[config.mk]
export PLATFORM = sky130hd
export DESIGN_NAME = pidm_div
export DESIGN_NICKNAME = d
export VERILOG_FILES = /design/src/rtl/pidm_pkg.sv /design/src/rtl/pidm_div.sv
export SDC_FILE = /design/constraint.sdc
export NUM_CORES = 1
export LEC_CHECK = 0
export BUFFER_PORTS_ARGS = -buffer_cell sky130_fd_sc_hd__buf_2
export CORE_ASPECT_RATIO = 1.75
export CORE_UTILIZATION = 60
export DETAILED_ROUTE_END_ITERATION = 12
export PLACE_DENSITY_LB_ADDON = 0.3
export RECOVER_POWER = 50
export SYNTH_ARGS = -nofsm -noshare
export SYNTH_HDL_FRONTEND = slang
export SYNTH_SLANG_ARGS = --single-unit
export TNS_END_PERCENT = 5
[constraint.sdc]
create_clock -name aclk -period 7.7 [get_ports aclk]
set_clock_uncertainty 0.05 [all_clocks]
set_input_delay 0.77 -clock aclk [delete_from_list [all_inputs] [get_ports aclk]]
set_output_delay 0.77 -clock aclk [all_outputs]
set_load 0.02 [all_outputs]
[src/rtl/pidm_pkg.sv]
// ----------------------------------------------------------------------------
// pidm_pkg
// shared types and constants for the multimode pid controller and its divider
// ----------------------------------------------------------------------------
package pidm_pkg;

    // divisor width of the shared divider (threshold, elapsed time)
    localparam int DEN_W = 31;

    typedef struct packed {
        logic busy;
        logic done;
    } div_stat_t;

endpackage

[src/rtl/pidm_div.sv]
// ----------------------------------------------------------------------------
// pidm_div
// unsigned restoring divider, one quotient bit per cycle
// ----------------------------------------------------------------------------
module pidm_div #(
    parameter int W = 52
) (
    input  logic                      aclk,
    input  logic                      aresetn,
    input  logic                      start,
    input  logic [W-1:0]              dividend,
    input  logic [pidm_pkg::DEN_W-1:0] divisor,
    output pidm_pkg::div_stat_t       stat,
    output logic [W-1:0]              quotient
);
    import pidm_pkg::*;

    localparam int CW = $clog2(W + 1);

    logic [W-1:0]     dvd_reg;
    logic [DEN_W-1:0] rem_reg;
    logic [DEN_W-1:0] den_reg;
    logic [CW-1:0]    cnt_reg;
    logic             busy_reg;
    logic             done_reg;
    logic [DEN_W:0]   trial;
    logic [DEN_W:0]   trial_sub;
    logic             fits;

    assign trial     = {rem_reg, dvd_reg[W-1]};
    assign trial_sub = trial - {1'b0, den_reg};
    assign fits      = (trial >= {1'b0, den_reg});

    always_ff @(posedge aclk) begin
        if (!aresetn) begin
            busy_reg <= 1'b0;
            done_reg <= 1'b0;
            cnt_reg  <= '0;
        end else begin
            done_reg <= 1'b0;
            if (start) begin
                busy_reg <= 1'b1;
                cnt_reg  <= CW'(W);
            end else if (busy_reg) begin
                cnt_reg <= cnt_reg - CW'(1);
                if (cnt_reg == CW'(1)) begin
                    busy_reg <= 1'b0;
                    done_reg <= 1'b1;
                end
            end
        end
    end

    always_ff @(posedge aclk) begin
        if (start) begin
            dvd_reg <= dividend;
            rem_reg <= '0;
            den_reg <= divisor;
        end else if (busy_reg) begin
            rem_reg <= fits ? trial_sub[DEN_W-1:0] : trial[DEN_W-1:0];
            dvd_reg <= {dvd_reg[W-2:0], fits};
        end
    end

    assign stat.busy = busy_reg;
    assign stat.done = done_reg;
    assign quotient  = dvd_reg;

endmodule

Word level (Yosys, flattened, before mapping)

Cells that the tools add are included.

Bits in registers: 122
Latch bits: 0
RAM bits: 0
Bits in read-only memories: 0
Bits of input ports: 86
Memories kept: 0

$add $sub $neg: 2
$mul: 0
Div/mod/pow operators: 0
Magnitude comparators: 1
Equal/unequal tests: 1
Shift-type cells: 0
Muxes and demuxes: 9
Bitwise gates (word level): 2
Reduce and logical (&&, ||, !) cells: 3

Operators with widths:

| operator            | count |
|---|---|
| $mux 52             | 2 |
| $ge 32x31->1        | 1 |
| $mux 31             | 1 |
| $sub 31x31->31      | 1 |
| $mux 6              | 2 |
| $eq 6x1->1 const B  | 1 |
| $sub 6x1->6 const B | 1 |
| $mux 1              | 4 |
| $reduce_or 3->1     | 1 |
| $not 1->1           | 2 |
| $reduce_bool 2->1   | 1 |
| $reduce_or 2->1     | 1 |

Logic depth before layout (Yosys ltp)

Gate-level depths: netlist (run 1).

Depth after elaboration: 4
Mapped depth: 13
Depth with buffers taken out: 12

Worst setup path after synthesis (run 1)

No wires, ideal clock.

Kind: register -> register
Start point: reg dvd_reg[51] (netlist: quotient[51])
End point: reg rem_reg[27]
Setup time: 114 ps
Arrival time: 2778 ps
Slack: 4758 ps
Stages on the path, launching flop included: 14
Buffers on the path: 1
Period minus slack after synthesis: 2942 ps
Cells stage by stage: edfxtp_1 inv_1 ha_1 fa_1 nand2b_1 a21oi_2 o21ai_2 o21ai_2 a21oi_1 o31a_4 and2_4 buf_6 a32o_1 a21o_1

Longest elaborated chain between the ends: 2
Elaborated cells on any way between the ends: 3
Classes of those cells: add/sub: 1; order compare: 1; mux: 1

RTL lines:

| element                                               | line                           | source |
|---|---|---|
| start: declaration                                    | pidm_div.sv:20                 | `logic [W-1:0] dvd_reg;` |
| start signal: assignment                              | pidm_div.sv:56                 | `dvd_reg <= dividend;` |
| start signal: assignment                              | pidm_div.sv:61                 | `dvd_reg <= {dvd_reg[W-2:0], fits};` |
| $sub 31x31->31 / $ge 32x31->1 (equally long branches) | pidm_div.sv:31, pidm_div.sv:32 |  |
| $mux 31 (*)                                           | pidm_div.sv:60                 | `rem_reg <= fits ? trial_sub[DEN_W-1:0] : trial[DEN_W-1:0];` |
| end signal: assignment                                | pidm_div.sv:60                 |  |
| end: declaration                                      | pidm_div.sv:21                 | `logic [DEN_W-1:0] rem_reg;` |

Mark *: on every way between the ends. The rest lies on a longest branch, timed or not.
A chain may end at the register's enable or synchronous reset.

Final worst setup path (run 1)

Start point: in start
End point: reg dvd_reg[19] (netlist: quotient[19]), enable pin

Longest elaborated chain between the ends: 1

RTL lines:

| element                            | line           | source |
|---|---|---|
| start: declaration                 | pidm_div.sv:10 | `input logic start,` |
| $reduce_bool 2->1 (no source line) | n/a            |  |

Every way passes these cells.

==> impl_metrics.ini, run 1 <==
[status]
run_status = complete, but fails checks
violations = max-capacitance violations, max-slew violations

[synthesis]
synth.top_cell.area_share_pct = 37.53
syn_area_um2 = 6641
ys_types = 64
avgSynthCellArea_um2 = 10.63
synth_edf_count = 83
synthFlopType = edfxtp_1
seq_area_frac_synth_pct = 49.28
synth_nets = 745
synthTopCellsByArea = edfxtp_1 (38%), dfxtp_1 (12%), mux2_2 (8.8%)
synth_largest_area_cell = edfxtp_1
yosysWarnings = 0
syn_inst = 625
async_flop_share_pct = 0
synth-seq-cells = 122

[final_layout]
post-route-cell-area_um2 = 7859
largest_reg_flops = 52
drive_gt1_share_pct = 24.32
fin_nets = 876
antenna_cells = 0
area_delta_synth_final_pct = 18.33

[timing]
worst_pin_slew_ns = 2.281
rsz0062_at_grt = no
hold_slack_ns = 0.4467
finalCritPeriodShare_pct = 56.96
relSlewSlack_pct = -52.04
slew_viol_final = 48
timing.fmax_mhz = 228.0
hold_viol_final = 0
worst_slack_ns = 3.314
fin_tns_setup_ns = 0
period_minus_slack_ns = 4.386
setup_viol = 0

[clock_tree]
cts_htree_levels = 4
cts_resized = 0
clockBufferDepth = 2
path_clk_slew_ns = 0.06
clk_latency_ns = 0.42
cts_sinks = 122
cts_setup_buffers = 0
hold_buffers = 0
clockRootBuffer = clkbuf_16
cts_tree = yes
cts_inserted_buffers = 17

[power_and_ir_drop]
power_leakage_nw = 3.227
power_w = 0.002005
power_density_nw_per_um2 = 255.1
ir_worst_vdd_uv = 203.6

[detailed_routing]
wl_per_cell_um = 16.53
drt_iter0_drc = 215
postRouteWirelength_um = 14860
num_vias = 5290
routed_via_density = 5.884
first_pass_iters = 7
ant_nets = 0
drc_errors = 0

[floorplan]
die_w_um = 81.53
fp.coreArea_um2 = 10760
die_h_um = 141.2
die_area_um2 = 11510
rows = 50
ios = 140
initial_utilization_pct = 61.72

[placement]
routabilityCongestion = 0.9133
place.port_buffers = 139
place_ws_ns = 4.588
dpl.hpwl_um = 10280
post_dp_cell_area_um2 = 7365

[critical_path]
start_kind = input port
cpMaxStageDelayCell = clkbuf_1
cp.arrival_ns = 4.36
crit_chain = clkbuf_1 > clkinv_1 > nand2_2
crit_type = in -> reg
end_kind = register
slowest_delay_ns = 1.59
required_ns = 7.68
critPathMaxFanout = 53

[global_route]
grt_pass1_vias = 5310
grt_util_met2_pct = 48.51
met3_usage_pct = 6.926
grtUsageMet1_pct = 29.07
grt_use_total_pct = 27.30
antenna_found_initial = 0
grt_overflow = 0
grt_pass1_wl_um = 23980
grt-busiest-layer = met2
grt_max_degree = 68

[flow_run]
cap_violations = 1

[hold_path]
hp-class = reg -> reg
-- power by group --
part / internal, W / leakage, nW / switching [W]
clock: 0.000449 / 0.276 / 0.000314
combinational: 0.000168 / 1.80 / 0.000257
sequential: 0.000773 / 1.15 / 0.0000438
total: 0.00139 / 3.23 / 0.000614
-- cell usage after synthesis, types with 2 or more instances --
cell	n
ha_1	33
nor4_1	3
nand2b_1	7
a21oi_1	40
nor3_1	3
o21ai_0	11
nor2_1	45
o211ai_1	4
edfxtp_1	83
a31oi_1	5
xor2_1	8
mux2_2	52
o21ai_2	2
nand4_1	3
nand3_1	14
nand2_1	77
buf_2	2
and2_1	4
dfxtp_1	39
inv_2	2
a221oi_1	2
a311oi_1	24
nor3b_1	2
and3_1	3
buf_4	7
xnor2_1	21
o21a_1	3
a21o_1	11
o31ai_1	2
o21bai_1	5
a211oi_1	6
inv_1	42
nor2b_1	3
o21ai_1	4
nand2_2	2
buf_6	2
or2_2	2
clkbuf_1	16
o22ai_1	3
a21boi_0	4
-- critical path: cells and delay by family --
family | cells | cell delay (ns)
buffers and inverters | 2 | 2.42
and+or+nand+nor | 1 | 1.12
-- final cells by class --
| class | instances | area [um2] |
|---|---|---|
| Sequential cell | 122 | 3274 |
| Clock buffer | 17 | 425.4 |
| Fill cell | 816 | 2902 |
| Tap cell | 130 | 162.7 |
| Timing Repair Buffer | 140 | 634.4 |
| Multi-Input combinational cell | 430 | 3053 |
| Clock inverter | 15 | 140.1 |
| Inverter | 45 | 168.9 |
-- per-layer routing --
layer / part of all wire (%) / wire length [um]
met1: 38 / 5628
met2: 53 / 7877
met3: 6.1 / 908
met4: 3.0 / 444
met5: 0 / 0
-- path summary, 6_finish.rpt --
check	slack, ns	from	cells past startpoint	end
setup / recovery	3.31	start	3	quotient[19]$_DFFE_PP_
hold reg to reg	0.45	rem_reg[4]$_SDFFE_PP0P_	2	rem_reg[5]$_SDFFE_PP0P_
setup reg to reg	4.60	quotient[51]$_DFFE_PP_	12	rem_reg[20]$_SDFFE_PP0P_
hold / removal	0.45	rem_reg[4]$_SDFFE_PP0P_	2	rem_reg[5]$_SDFFE_PP0P_
-- metrics by stage --
stage / util (%) / std cells
6_report: 73.03 / 899
3_3_place_gp: 68.44 / 867
2_1_floorplan: - / 625
5_1_grt: 73.03 / 899
3_5_place_dp: 68.44 / 867
4_1_cts: 73.70 / 899
-- placed cells by master (no fill, tap or decap), drive strengths merged, types with 2 or more instances in the layout --
master	instances
buf	85
edfxtp	83
nand2	80
clkbuf	72
mux2	52
inv	50
nor2	45
a21oi	41
dfxtp	39
ha	33
a311oi	24
xnor2	21
o21ai	17
nand3	14
a21o	11
xor2	8
clkinv	8
nand2b	7
a211oi	7
o21bai	5
a31oi	5
and2	5
o211ai	4
a21boi	4
nor3	4
nor4	4
nor2b	3
nand4	3
and3	3
o22ai	3
o21a	3
a221oi	3
nor3b	2
or2	2
o31ai	2
o31a	2
-- logic make-up after synthesis --
logic type,Yosys count,share of synthesized area (%)
adder cells (fa/ha/maj),34,6.519
buffers and inverters,73,4.785
AO/OA/AOI/OAI,140,14.85
AND/OR/NAND/NOR,175,11.93
XOR/XNOR,29,3.825
flip-flops,122,49.28
multiplexers,52,8.817
No activity file was read; power rests on OpenSTA's default activity.
==> inputs of run 2 (changes only) <==
CORE_UTILIZATION = 55   (was 60)
clock period = 4.54 ns   (was 7.7 ns; I/O delays follow)
==> run 2 against run 1 <==
Compared with the run above: the run still ends with max-capacitance violations, max-slew violations left; routed wire length shrank 1.4%; sequential share of layout area shrank 0.069 points; combinational power grew 72%; sequential cell count is the same; critical endpoint is now quotient[43]$_DFFE_PP_; largest power group unchanged.
==> impl_metrics.ini, run 2 (synthesis gave the netlist of run 1 again) <==
[global_route]
antenna_found_initial = 0
grt_max_degree = 62
grt_pass1_vias = 5249
grt_overflow = 0
grt_pass1_wl_um = 23850
grt_use_total_pct = 24.35

[timing]
worst_pin_slew_ns = 3.072
hold_viol_final = 0
rsz0062_at_grt = no
setup_viol = 0
worst_slack_ns = 0.9429
timing.fmax_mhz = 278.0
relSlewSlack_pct = -104.8
slew_viol_final = 123
finalCritPeriodShare_pct = 79.23
period_minus_slack_ns = 3.597
fin_tns_setup_ns = 0

[status]
run_status = complete, but fails checks
violations = max-capacitance violations, max-slew violations

[flow_run]
cap_violations = 2

[detailed_routing]
ant_nets = 0
routed_via_density = 5.691
postRouteWirelength_um = 14650
num_vias = 5150
wl_per_cell_um = 16.19
drc_errors = 0
drt_iter0_drc = 243
first_pass_iters = 5

[clock_tree]
clk_latency_ns = 0.42
cts_sinks = 122
cts_resized = 0
clockRootBuffer = clkbuf_16
cts_inserted_buffers = 17
cts_setup_buffers = 0
cts_tree = yes
hold_buffers = 0
cts_htree_levels = 4
clockBufferDepth = 2
path_clk_slew_ns = 0.06

[floorplan]
ios = 140
fp.coreArea_um2 = 11650
die_h_um = 147.4
die_w_um = 85.07
die_area_um2 = 12540
initial_utilization_pct = 57.03
rows = 52

[final_layout]
layout_common_cells = buf_2 (85), edfxtp_1 (83), nand2_1 (76)
final_common_cell = buf_2
largest_reg_flops = 52
fin_nets = 877
area_delta_synth_final_pct = 18.48
final_core_util_pct = 67.57
antenna_cells = 0
drive_gt1_share_pct = 24.42

[critical_path]
end_kind = register
start_kind = input port
crit_type = in -> reg
required_ns = 4.65
critPathMaxFanout = 60
cp.arrival_ns = 3.71
rrSetupSlack_ns = 1.40

[power_and_ir_drop]
power_density_nw_per_um2 = 432.7
power_w = 0.003405
power_leakage_nw = 3.229
ir_worst_vdd_uv = 295.8

[placement]
dpl.hpwl_um = 10300
place.port_buffers = 139
place_ws_ns = 1.531
routabilityCongestion = 0.8579

[hold_path]
hp-class = in -> reg
[run 2: metal layers]
| metal | up-vias | part of all wire, % | global-route usage (%) |
|---|---|---|---|
| met5 | - | 0 | 0 |
| met4 | 0 | 2.2 | 10.68 |
| met3 | 28 | 5.3 | 6.798 |
| met2 | 168 | 53 | 43.27 |
| met1 | 2409 | 39 | 26.70 |
| li1 | 2545 | - | - |
[run 2: worst max-delay path, stage by stage]
cell	delay (ns)
buf_4	0.49
clkbuf_1	2.22
mux2_2	0.49
[run 2: stage by stage]
step                      hold WS [ns]  area, um2  instances
after floorplan                 0.4127       6641        625
after global placement          0.4268       7378        873
after detailed placement        0.4379       7378        873
after CTS                       0.1422       7944        905
after global routing            0.1351       7869        905
final                           0.1550       7869        905
[run 2: power breakdown]
part | total (W) | leakage, nW | switching (W) | internal [W]
registers | 0.00137 | 1.15 | 0.0000613 | 0.00131
clock network | 0.00130 | 0.274 | 0.000540 | 0.000762
logic | 0.000731 | 1.81 | 0.000442 | 0.000289
total | 0.00340 | 3.23 | 0.00104 | 0.00236
[run 2: area by class of cell]
type	count	area (um2)
inverter	45	168.9
clock inverter	15	140.1
sequential	122	3273
timing repair buffer	141	639.4
clock buffer	17	425.4
multi-input combinational	430	3053
tap	135	168.9
fill	888	3777
[run 2: worst paths after layout]
path / depth (start not counted) / end / startpoint
min: 1 / den_reg[8]$_DFFE_PP_ / divisor[8]
min reg2reg: 2 / rem_reg[30]$_SDFFE_PP0P_ / rem_reg[30]$_SDFFE_PP0P_
max reg2reg: 5 / cnt_reg[4]$_SDFFE_PN0P_ / busy_reg$_SDFF_PN0_
max: 3 / quotient[43]$_DFFE_PP_ / start
